[config.mk]
export PLATFORM = sky130hd
export DESIGN_NAME = bpa_ctrl
export DESIGN_NICKNAME = d
export VERILOG_FILES = /design/src/sv/bpa_pkg.sv /design/src/sv/bpa_ctrl.sv
export SDC_FILE = /design/constraint.sdc
export NUM_CORES = 1
export LEC_CHECK = 0
export BUFFER_PORTS_ARGS = -buffer_cell sky130_fd_sc_hd__buf_4
export CAP_MARGIN = 20
export CORE_AREA = 2 2 39 41
export CTS_BUF_LIST = sky130_fd_sc_hd__clkbuf_8
export DETAILED_ROUTE_END_ITERATION = 12
export DIE_AREA = 0 0 41 43
export PLACE_DENSITY = 0.64
export SLEW_MARGIN = 10
export SYNTH_ARGS = -nofsm -noshare
export SYNTH_HDL_FRONTEND = slang
export SYNTH_SLANG_ARGS = --single-unit
[constraint.sdc]
create_clock -name aclk -period 3.1 [get_ports aclk]
set_clock_uncertainty 0.05 [all_clocks]
set_input_delay 0.31 -clock aclk [delete_from_list [all_inputs] [get_ports aclk]]
set_output_delay 0.31 -clock aclk [all_outputs]
set_load 0.02 [all_outputs]
[src/sv/bpa_pkg.sv]
// Types and constants shared by the bitmap page allocator modules.
`default_nettype none

package bpa_pkg;

    localparam int IN_TDATA_W  = 24;
    localparam int OUT_TDATA_W = 24;
    localparam logic [7:0] BYTE_FULL = 8'hFF;

    typedef enum logic [1:0] {
        OP_ALLOC   = 2'd0,
        OP_MARK    = 2'd1,
        OP_RELEASE = 2'd2
    } op_t;

    typedef enum logic [2:0] {
        ST_CLEAR,
        ST_IDLE,
        ST_DECODE,
        ST_READ,
        ST_ALLOC,
        ST_MODIFY,
        ST_RESP
    } state_t;

    typedef enum logic [2:0] {
        ADDR_HOLD,
        ADDR_ZERO,
        ADDR_HINT,
        ADDR_PAGE,
        ADDR_INC
    } addr_op_t;

    typedef enum logic [1:0] {
        WR_ZERO,
        WR_GRANT,
        WR_SET,
        WR_CLEAR
    } wr_kind_t;

    typedef enum logic [1:0] {
        HINT_HOLD,
        HINT_SET,
        HINT_LOWER
    } hint_op_t;

    typedef enum logic [1:0] {
        RES_DONE,
        RES_GRANT,
        RES_FAIL
    } res_kind_t;

    typedef struct packed {
        logic      req_load;
        addr_op_t  addr_op;
        logic      rd_ahead;
        logic      ram_we;
        wr_kind_t  wr_kind;
        hint_op_t  hint_op;
        logic      res_load;
        res_kind_t res_kind;
        logic      out_load;
    } ctrl_cmd_t;

    typedef struct packed {
        logic [1:0] op;
        logic       page_ok;
        logic       addr_last;
        logic       free_found;
        logic       out_free;
    } ctrl_stat_t;

endpackage

`default_nettype wire

[src/sv/bpa_ctrl.sv]
// Controller state machine of the page allocator.
`default_nettype none

module bpa_ctrl
    import bpa_pkg::*;
(
    input  wire logic       aclk,
    input  wire logic       aresetn,
    input  wire logic       s_tvalid,
    output logic            s_tready,
    input  wire ctrl_stat_t stat,
    output ctrl_cmd_t       cmd
);

    state_t state_reg, state_next;
    logic   is_alloc;
    logic   is_modify;

    assign is_alloc  = (stat.op == OP_ALLOC);
    assign is_modify = ((stat.op == OP_MARK) || (stat.op == OP_RELEASE)) && stat.page_ok;

    always_ff @(posedge aclk) begin
        if (!aresetn) begin
            state_reg <= ST_CLEAR;
        end else begin
            state_reg <= state_next;
        end
    end

    always_comb begin
        state_next = state_reg;
        case (state_reg)
            ST_CLEAR: begin
                if (stat.addr_last) begin
                    state_next = ST_IDLE;
                end
            end
            ST_IDLE: begin
                if (s_tvalid) begin
                    state_next = ST_DECODE;
                end
            end
            ST_DECODE: begin
                if (is_alloc || is_modify) begin
                    state_next = ST_READ;
                end else begin
                    state_next = ST_RESP;
                end
            end
            ST_READ: begin
                state_next = is_alloc ? ST_ALLOC : ST_MODIFY;
            end
            ST_ALLOC: begin
                if (stat.free_found || stat.addr_last) begin
                    state_next = ST_RESP;
                end
            end
            ST_MODIFY: begin
                state_next = ST_RESP;
            end
            ST_RESP: begin
                if (stat.out_free) begin
                    state_next = ST_IDLE;
                end
            end
            default: state_next = ST_IDLE;
        endcase
    end

    always_comb begin
        s_tready     = 1'b0;
        cmd.req_load = 1'b0;
        cmd.addr_op  = ADDR_HOLD;
        cmd.rd_ahead = 1'b0;
        cmd.ram_we   = 1'b0;
        cmd.wr_kind  = WR_ZERO;
        cmd.hint_op  = HINT_HOLD;
        cmd.res_load = 1'b0;
        cmd.res_kind = RES_DONE;
        cmd.out_load = 1'b0;
        case (state_reg)
            ST_CLEAR: begin
                cmd.ram_we  = 1'b1;
                cmd.wr_kind = WR_ZERO;
                cmd.addr_op = stat.addr_last ? ADDR_ZERO : ADDR_INC;
            end
            ST_IDLE: begin
                s_tready     = 1'b1;
                cmd.req_load = s_tvalid;
            end
            ST_DECODE: begin
                if (is_alloc) begin
                    cmd.addr_op = ADDR_HINT;
                end else if (is_modify) begin
                    cmd.addr_op = ADDR_PAGE;
                end else begin
                    cmd.res_load = 1'b1;
                    cmd.res_kind = RES_DONE;
                end
            end
            ST_READ: begin
                cmd.rd_ahead = 1'b0;
            end
            ST_ALLOC: begin
                cmd.rd_ahead = 1'b1;
                if (stat.free_found) begin
                    cmd.ram_we   = 1'b1;
                    cmd.wr_kind  = WR_GRANT;
                    cmd.hint_op  = HINT_SET;
                    cmd.res_load = 1'b1;
                    cmd.res_kind = RES_GRANT;
                end else if (stat.addr_last) begin
                    cmd.res_load = 1'b1;
                    cmd.res_kind = RES_FAIL;
                end else begin
                    cmd.addr_op = ADDR_INC;
                end
            end
            ST_MODIFY: begin
                cmd.ram_we   = 1'b1;
                cmd.res_load = 1'b1;
                cmd.res_kind = RES_DONE;
                if (stat.op == OP_MARK) begin
                    cmd.wr_kind = WR_SET;
                end else begin
                    cmd.wr_kind = WR_CLEAR;
                    cmd.hint_op = HINT_LOWER;
                end
            end
            ST_RESP: begin
                cmd.out_load = stat.out_free;
            end
            default: begin
                s_tready = 1'b0;
            end
        endcase
    end

endmodule

`default_nettype wire

Word-level counts from Yosys, hierarchy flattened:

Cells that the tools add are included.

* input port bits: 9
* register bits after elaboration: 3

* reductions and logical operators: 7
* eq/ne operators: 12
* multiplexer cells: 27

Operators by type and width (count)
* two-way mux 3 bit: 13
* one-hot mux 3 bit (3 select lines): 3
* one-hot mux 3 bit (7 select lines): 1
* equality test 3 bit (second input constant): 3
* != test 2 bit (second input constant): 4
* equality test 3 x 2 -> 1 bit (second input constant): 2
* two-way mux 1 bit: 6
* two-way mux 5 bit: 1
* two-way mux 2 bit: 2
* one-hot mux 2 bit (2 select lines): 1
* AND reduction 4 bit: 1
* equality test 3 x 1 -> 1 bit (second input constant): 1
* zero test 3 bit: 1
* logical OR 1 bit: 3
* equality test 2 x 1 -> 1 bit (second input constant): 1
* equality test 2 bit (second input constant): 1
* zero test 2 bit: 1
* logical AND 1 bit: 1

Depth between registers and ports, before layout:

Gate-level depths: netlist of run 1.

* word-level depth: 6
* mapped depth: 5
* depth with buffers taken out: 5

Worst setup path after synthesis of run 1:

No wires, ideal clock.

* path type: input -> output
* start point: input port stat[4] (netlist bit)
* end point: output port cmd[3] (netlist bit)
* path buffers: 0
* data arrival time: 1.425 ns
* path slack: 1.315 ns
* stages on the path: 4
* cells stage by stage: inv_1 > ha_1 > a21o_1 > o32ai_1

RTL lines
* from (decl): RTL line bpa_ctrl.sv:11 `input wire ctrl_stat_t stat,`
* to (decl): RTL line bpa_ctrl.sv:12 `output ctrl_cmd_t cmd`

==> flow_metrics.tcl, run 1 <==
set metrics [dict create \
    critPathArrivalTime_ps 1630 \
    ff2ff_setup_slack_ps 1570 \
    hold-path-cell-count 2 \
    synth_fp_nets 65 \
    die-area_um2 1760 \
    routed-via-count 471 \
    hold_buffers 0 \
    worstMarginPinSlew_ps 633 \
    fillCellCount 142 \
    die_w_um 41 \
    cts_resized 0 \
    drive_above_1_share 0.461 \
    grtUsageTotal 0.145 \
    worst_setup_path_end_kind "output pin" \
    synth_area_leaders "dfxtp_1, a2111oi_2, a21oi_1" \
    drc 0 \
    outcome "completed" \
    drt_iter0_drc 7 \
    grt.overflow.total 0 \
    rr_endpoint "state_reg[0]" \
    cap_violations 0 \
    reg2reg_depth 3 \
    first_pass_iters 4 \
    finalSetupViolCount 0 \
    synth_seq_cells 3 \
    period_needed_ps 1990 \
    yosys_warnings 0 \
    crit_path_start_kind "flip-flop" \
    r2r-start "state_reg[0]" \
    hp-start "aresetn" \
    largest_register_ffs 3 \
    rsz0062_at_grt "false" \
    critPathMaxStageDelay_ps 710 \
    vias_per_cell 5.12 \
    worstPathMaxFanout 18 \
    routedWlPerCell_um 11.8 \
    clkTransAtPathRegs_ps 30 \
    grt_start_max_net_pins 19 \
    synth_edf_count 0 \
    grt_first_pass_wirelength_mm 1.73 \
    buffer_ports.inserted 23 \
    fp.dieH_um 43 \
    seq_area_frac_synth 0.140 \
    cts_max_level 1 \
    syn_area_um2 430 \
    crit_chain "nor3b_2 -> and2_1 -> or2_1 -> buf_4" \
    cts_root_buffer "clkbuf_8" \
    place_congestion 0.770 \
    ant_nets 0 \
    clock.fmax_mhz 504 \
    placementRows 14 \
    cts_setup_buffers 0 \
    area_growth_pct 47.7 \
    n_antenna_cell 0 \
    grt_pass1_vias 426 \
    fin_nets 88 \
    place_hpwl_um 828 \
    synthFlopType "dfxtp_1" \
    wirelength_mm 1.09 \
    hold_class "input pin to flip-flop" \
    clk_path_buf_depth 2 \
    relSlewSlack 0.578 \
    worst_skew_pair.late_latency_ps 210 \
    cts_buffers 3 \
    fin_util 0.459 \
    yosys.cell_types.count 31 \
    finalSetupTns_ps 0 \
    core_um2 1380 \
    fin_crit_sh 0.641 \
    syn_avg_cell_area_um2 7.97 \
    async_flop_share 0 \
    vdd_ir_drop_max_mv 0.300 \
    synth.largest_area_cell "dfxtp_1" \
    power-per-cell-area_nw_per_um2 540 \
    cp_slowest_cell "dfxtp_1" \
    power.leakage_nw 0.316 \
    drv_slew 0 \
    hold_viol_final 0 \
    path_class "flip-flop to output pin" \
    syn_inst 54 \
    synth_top_cell_area_share 0.140 \
    initial_core_util 0.311 \
    clock-sinks 3 \
    cts_tree "done" \
    min_to "state_reg[2]" \
    antenna_found_initial 0 \
    io_pins 24 \
    critPathRequiredTime_ps 2740 \
]
## cell usage in the layout, fill, tap and decap left out, drive strengths merged, types with 3 or more instances in the layout
cell	Yosys	layout
dfxtp	3	3
buf	5	23
clkbuf	0	3
a21oi	7	7
nor3	4	4
inv	4	5
## final cells by class
cell class,instances,area [um2],area share
Tap cell,16,20.0,0.0315
Inverter,4,15.0,0.0236
Clock buffer,3,41.3,0.0650
Clock inverter,1,3.75,0.00591
Multi-Input combinational cell,42,323,0.508
Sequential cell,3,60.1,0.0945
Timing Repair Buffer,23,173,0.272
## how the worst max path moves through the flow
stage                         to  slack (ps)         start
after floorplan           cmd[3]        1320       stat[4]
after CTS                 cmd[6]        1110  state_reg[0]
final                     cmd[6]        1110  state_reg[0]
after global routing      cmd[6]        1020  state_reg[0]
after global placement    cmd[3]        1340       stat[4]
after detailed placement  cmd[3]        1340       stat[4]
## per-layer routing
layer  vias to the layer above  global-route usage  wire (um)
met5                         -                   0          0
met4                         0              0.0800          0
met3                         0              0.0314         79
met2                        15               0.231        534
met1                       213               0.170        472
li1                        243                   -          -
## worst max-delay path, delay by kind of cell, from the launching register on
| family | cells | cell delay [ps] |
|---|---|---|
| flops | 1 | 710 |
| simple gates | 3 | 540 |
| buf+inv | 1 | 150 |
## logic make-up after synthesis
kind of cell	Yosys count	synth area share
flops	3	0.140
simple gates	22	0.355
compound gates	18	0.337
fa+ha+maj	2	0.0581
buf+inv	9	0.110
## synth_stat cells, types with 3 or more instances
cell,instances
dfxtp_1,3
nor3_1,3
inv_1,3
buf_4,3
a21oi_1,5
## where the power goes
part | total, mW | switching (mW) | internal, mW
Combinational | 0.156 | 0.0808 | 0.0753
Sequential | 0.0787 | 0.0325 | 0.0461
Clock | 0.108 | 0.0240 | 0.0841
Total | 0.343 | 0.137 | 0.206
## metrics by stage
step                power [mW]  worst slack, ps  hold WS (ps)  instances  cell area (um2)
finish                   0.343             1110           340         92              636
global placement         0.233             1340           550         88              591
detailed placement       0.236             1340           562         88              591
floorplan                0.182             1320           395         54              430
CTS                      0.348             1110           339         92              636
global route             0.369             1020           347         92              636
Note: power is estimated with default switching activity, not from simulation.
==> run 2, diff against run 1 <==
--- a/config.mk
+++ b/config.mk
@@ -5,13 +5,14 @@
 export SDC_FILE = /design/constraint.sdc
 export NUM_CORES = 1
 export LEC_CHECK = 0
+export ABC_AREA = 1
 export BUFFER_PORTS_ARGS = -buffer_cell sky130_fd_sc_hd__buf_4
 export CAP_MARGIN = 20
 export CORE_AREA = 2 2 39 41
 export CTS_BUF_LIST = sky130_fd_sc_hd__clkbuf_8
 export DETAILED_ROUTE_END_ITERATION = 12
 export DIE_AREA = 0 0 41 43
-export PLACE_DENSITY = 0.64
+export PLACE_DENSITY = 0.59
 export SLEW_MARGIN = 10
 export SYNTH_ARGS = -nofsm -noshare
 export SYNTH_HDL_FRONTEND = slang
==> constraint.sdc (replaced) <==
create_clock -name aclk -period 2.1 [get_ports aclk]
set_clock_uncertainty 0.05 [all_clocks]
set_input_delay 0.21 -clock aclk [delete_from_list [all_inputs] [get_ports aclk]]
set_output_delay 0.21 -clock aclk [all_outputs]
set_load 0.02 [all_outputs]
==> run 2 against run 1 <==
Net effect: non-clock buffer count unchanged; clock power grew 48%; worst setup slack got worse by 700 ps; critical path type unchanged; largest power group unchanged.
==> flow_metrics.tcl, run 2 <==
set metrics [dict create \
    finalWorstSetupSlack_ps 410 \
    wirelength_um 955 \
    place_hpwl_um 810 \
    routedWlPerCell_um 8.76 \
    yosys-top-cells-count "nand2_1, inv_1, nor2_1" \
    rsz0062_at_grt "false" \
    power.leakage_nw 0.363 \
    dp_cells 105 \
    ff2ff_setup_slack_ps 890 \
    comb_power_share 0.518 \
    finalSetupViolCount 0 \
    synthFlopType "dfxtp_1" \
    vias_per_cell 4.38 \
    critPathRequiredTime_ps 1840 \
    routed-via-count 477 \
    grt_pass1_vias 400 \
    r2r-start "state_reg[1]" \
    outcome "completed" \
    swShare 0.410 \
    die-area_um2 1760 \
    drive_above_1_share 0.323 \
    clock.fmax_mhz 592 \
    hp-start "aresetn" \
    clock-sinks 3 \
    synth_seq_cells 3 \
    placementRows 14 \
    hold_class "input pin to flip-flop" \
    dpl_cell_area_um2 547 \
    fillCellCount 144 \
    synth_area_leaders "dfxtp_1, nand2_1, inv_1" \
    cts_setup_buffers 0 \
    cts_tree "done" \
    cts_resized 0 \
    clkTransAtPathRegs_ps 30 \
    dp_slack_ps 640 \
    grt_first_pass_wirelength_mm 1.55 \
    reg2reg_depth 6 \
    syn_avg_cell_area_um2 5.40 \
    seq_area_frac_synth 0.166 \
    ant_nets 0 \
    antenna_found_initial 0 \
    fin_nets 105 \
    core_um2 1380 \
    cts_max_level 1 \
    hold_buffers 0 \
    finalSetupTns_ps 0 \
    hold_viol_final 0 \
    worst_setup_path_end_kind "output pin" \
    grt_start_max_net_pins 8 \
    yosysMostFrequentCell "nand2_1" \
    power_frac_clock 0.315 \
    drt_iter0_drc 9 \
    hold-path-cell-count 3 \
    area_growth_pct 63.7 \
    async_flop_share 0 \
    cap_violations 0 \
    rr_endpoint "state_reg[0]" \
    layout_common_cells "buf_4, inv_1, nand2_1" \
    drc 0 \
    fin_cells 109 \
    final_common_cell "buf_4" \
    synth_fp_nets 78 \
    yosys.cell_types.count 16 \
    syn_inst 67 \
    initial_core_util 0.261 \
    vdd_ir_drop_max_mv 0.440 \
    buffer_ports.inserted 23 \
    relSlewSlack 0.852 \
    clk_path_buf_depth 2 \
    synth.largest_area_cell "dfxtp_1" \
    worstMarginPinSlew_ps 222 \
    fin_area_um2 592 \
    yosys_warnings 0 \
    syn_area_um2 362 \
    fin_util 0.428 \
    worstPathMaxFanout 7 \
    place_congestion 0.805 \
    drv_slew 0 \
    cts_buffers 3 \
    worst_skew_pair.late_latency_ps 210 \
    min_to "state_reg[1]" \
    critPathArrivalTime_ps 1430 \
    synth_top_cell_area_share 0.166 \
    synth_edf_count 0 \
    pwr-share-seq 0.167 \
    grtUsageTotal 0.126 \
    io_pins 24 \
    crit_path_start_kind "flip-flop" \
    fp.dieH_um 43 \
    p_int_mw 0.299 \
    period_needed_ps 1690 \
    first_pass_iters 4 \
    cts_root_buffer "clkbuf_8" \
    n_antenna_cell 0 \
    power-per-cell-area_nw_per_um2 857 \
    grt.overflow.total 0 \
    path_class "flip-flop to output pin" \
    die_w_um 41 \
    p_switching_mw 0.208 \
    fin_crit_sh 0.805 \
    largest_register_ffs 3 \
]
## run 2: per-stage QoR
stage | power [mW] | hold slack (ps)
finish | 0.507 | 217
global route | 0.554 | 226
CTS | 0.515 | 220
detailed placement | 0.350 | 443
global placement | 0.350 | 429
floorplan | 0.253 | 311
## run 2: worst max path at each step
stage,start,to,cells after the start
3_5_place_dp,state_reg[1],cmd[3],6
6_report,state_reg[1],cmd[3],6
2_1_floorplan,state_reg[1],cmd[6],5
5_1_grt,state_reg[1],cmd[3],6
3_3_place_gp,stat[4],cmd[3],7
4_1_cts,state_reg[1],cmd[3],6
## run 2: power groups by stage
stage | Clock [mW] | Sequential [mW] | Combinational [mW]
after floorplan | 0 | 0.0823 | 0.171
after global placement | 0 | 0.0854 | 0.265
after detailed placement | 0 | 0.0852 | 0.265
after CTS | 0.164 | 0.0844 | 0.266
after global routing | 0.172 | 0.0871 | 0.295
final | 0.160 | 0.0846 | 0.263
## run 2: kinds of logic (layout without fill, tap and decap cells)
group | count (synthesis) | in the layout | synth area share
AOI/OAI and AO/OA | 7 | 7 | 0.125
adders and majority gates | 2 | 2 | 0.0692
buffers and inverters | 17 | 43 | 0.187
DFF | 3 | 3 | 0.166
and+or+nand+nor | 38 | 38 | 0.453
## run 2: cell type report
| class | count | area (um2) | share of cell area |
|---|---|---|---|
| multi-input cells | 47 | 234 | 0.395 |
| repair buffers | 23 | 173 | 0.292 |
| flip-flops and latches | 3 | 60.1 | 0.101 |
| inverters | 16 | 60.1 | 0.101 |
| clock buffers | 3 | 41.3 | 0.0698 |
| well taps | 16 | 20.0 | 0.0338 |
| clock inverters | 1 | 3.75 | 0.00634 |
## run 2: critical path: stages, from the launching register on
cell       delay (ps)
dfxtp_1           350
nor2_1            210
nand2_1           160
inv_1             100
nand2_1           100
o2111ai_1         120
buf_4             180
## run 2: routing by layer
layer | vias up | track usage | routed length (um)
met5 | - | 0 | 0
met4 | 0 | 0.0800 | 0
met3 | 0 | 0.0157 | 54
met2 | 13 | 0.200 | 503
met1 | 205 | 0.148 | 396
li1 | 259 | - | -
==> run 3, diff against run 2 <==
==> constraint.sdc (replaced) <==
create_clock -name aclk -period 1.6 [get_ports aclk]
set_clock_uncertainty 0.05 [all_clocks]
set_input_delay 0.16 -clock aclk [delete_from_list [all_inputs] [get_ports aclk]]
set_output_delay 0.16 -clock aclk [all_outputs]
set_load 0.02 [all_outputs]
==> run 3 against run 2 <==
Net effect: clock-buffer cell count unchanged; critical path depth unchanged; clock power is 32% higher; core utilization up 0.90 points; critical path type unchanged; critical endpoint unchanged; largest power group unchanged.
==> flow_metrics.tcl, run 3 (same netlist as run 2, synthesis figures left out) <==
set metrics [dict create \
    vias_per_cell 4.21 \
    initial_core_util 0.261 \
    worst_setup_path_end_kind "output pin" \
    pwr-share-seq 0.172 \
    antenna_found_initial 0 \
    fp.dieH_um 43 \
    worst_skew_pair.late_latency_ps 210 \
    swShare 0.410 \
    period_needed_ps 1540 \
    dp_slack_ps 204 \
    area_growth_pct 67.1 \
    power-per-cell-area_nw_per_um2 1120 \
    dp_cells 105 \
    cts_tree "done" \
    clkTransAtPathRegs_ps 30 \
    crit_path_start_kind "flip-flop" \
    grt.overflow.total 0 \
    wirelength_um 947 \
    largest_register_ffs 3 \
    drive_above_1_share 0.366 \
    clk_path_buf_depth 2 \
    vdd_ir_drop_max_mv 0.619 \
    clock-sinks 3 \
    outcome "completed" \
    p_int_mw 0.401 \
    power.leakage_nw 0.366 \
    grt_first_pass_wirelength_mm 1.48 \
    hold_class "input pin to flip-flop" \
    routed-via-count 459 \
    finalSetupViolCount 0 \
    buffer_ports.inserted 23 \
    finalHoldWorstSlack_ps 156 \
    final_common_cell "buf_4" \
    placementRows 14 \
    comb_power_share 0.516 \
    critPathRequiredTime_ps 1390 \
    io_pins 24 \
    die_w_um 41 \
    drt_iter0_drc 5 \
    ant_nets 0 \
    hold_viol_final 0 \
    first_pass_iters 3 \
    rsz0062_at_grt "true" \
    cts_root_buffer "clkbuf_8" \
    layout_common_cells "buf_4, inv_1, nand2_1" \
    cap_violations 0 \
    grt_start_max_net_pins 8 \
    drc 0 \
    critPathArrivalTime_ps 1330 \
    n_antenna_cell 0 \
    hold_buffers 0 \
    cts_buffers 3 \
    place_hpwl_um 807 \
    core_um2 1380 \
    relSlewSlack 0.866 \
    drv_slew 0 \
    fin_cells 109 \
    routedWlPerCell_um 8.69 \
    path_class "flip-flop to output pin" \
    worstMarginPinSlew_ps 200 \
    grt_pass1_vias 390 \
    cts_max_level 1 \
    power_frac_clock 0.311 \
    fin_nets 105 \
    place_congestion 0.802 \
    die-area_um2 1760 \
    cts_setup_buffers 0 \
    finalWorstSetupSlack_ps 55.3 \
    fin_crit_sh 0.965 \
    clock.fmax_mhz 647 \
    grtUsageTotal 0.117 \
    worstPathMaxFanout 7 \
    p_switching_mw 0.278 \
]
-- run 3: cell counts in the layout (fill, tap and decap cells not counted) --
No cell type changed its count.
-- run 3: metal layers --
layer  vias to the layer above  wire (um)  GRT usage
met4                         0          0     0.0400
met5                         -          0          0
li1                        260          -          -
met3                         0         76     0.0157
met1                       184        435      0.157
met2                        15        435      0.184
-- run 3: power by group through the flow --
stage | logic [mW] | clock network (mW) | registers (mW)
6_report | 0.351 | 0.212 | 0.117
5_1_grt | 0.398 | 0.224 | 0.120
4_1_cts | 0.349 | 0.218 | 0.114
3_5_place_dp | 0.346 | 0 | 0.112
3_3_place_gp | 0.347 | 0 | 0.113
2_1_floorplan | 0.225 | 0 | 0.108
-- run 3: timing repair --
| item | 4_1_cts | 5_1_grt |
|---|---|---|
| endpoints found under the setup margin | 1 | 6 |
| gates cloned | 0 | 0 |
| gates resized for setup | 1 | 3 |
| endpoints found under the hold margin | 0 | 0 |
-- run 3: critical path, cell delays in order, from the launching register on --
cell and delay [ps]:
dfxtp_2 340, nor2_2 160, nand2_1 140, inv_1 100, nand2_1 90, o2111ai_1 110, buf_4 180
-- run 3: through the flow --
stage | area [um2] | power (mW) | TNS [ps] | utilization
5_1_grt | 604 | 0.741 | -58.5 | 0.437
4_1_cts | 594 | 0.681 | 0 | 0.429
6_report | 604 | 0.679 | 0 | 0.437
3_5_place_dp | 547 | 0.459 | 0 | 0.395
2_1_floorplan | 362 | 0.333 | 0 | -
3_3_place_gp | 547 | 0.460 | 0 | 0.395
-- run 3: worst paths after layout --
| check | slack, ps | cells after the start | startpoint | end |
|---|---|---|---|---|
| setup / recovery | 60 | 6 | state_reg[1] | cmd[3] |
| hold / removal | 160 | 3 | aresetn | state_reg[1] |
| setup reg to reg | 400 | 7 | state_reg[2] | state_reg[0] |
| hold reg to reg | 490 | 2 | state_reg[2] | state_reg[2] |
-- run 3: cell type report --
cell class / instances / area (um2)
tap: 16 / 20.0
clock inverter: 1 / 3.75
inverter: 16 / 60.1
clock buffer: 3 / 41.3
sequential: 3 / 62.6
multi-input combinational: 47 / 244
timing repair buffer: 23 / 173
fill: 166 / 779
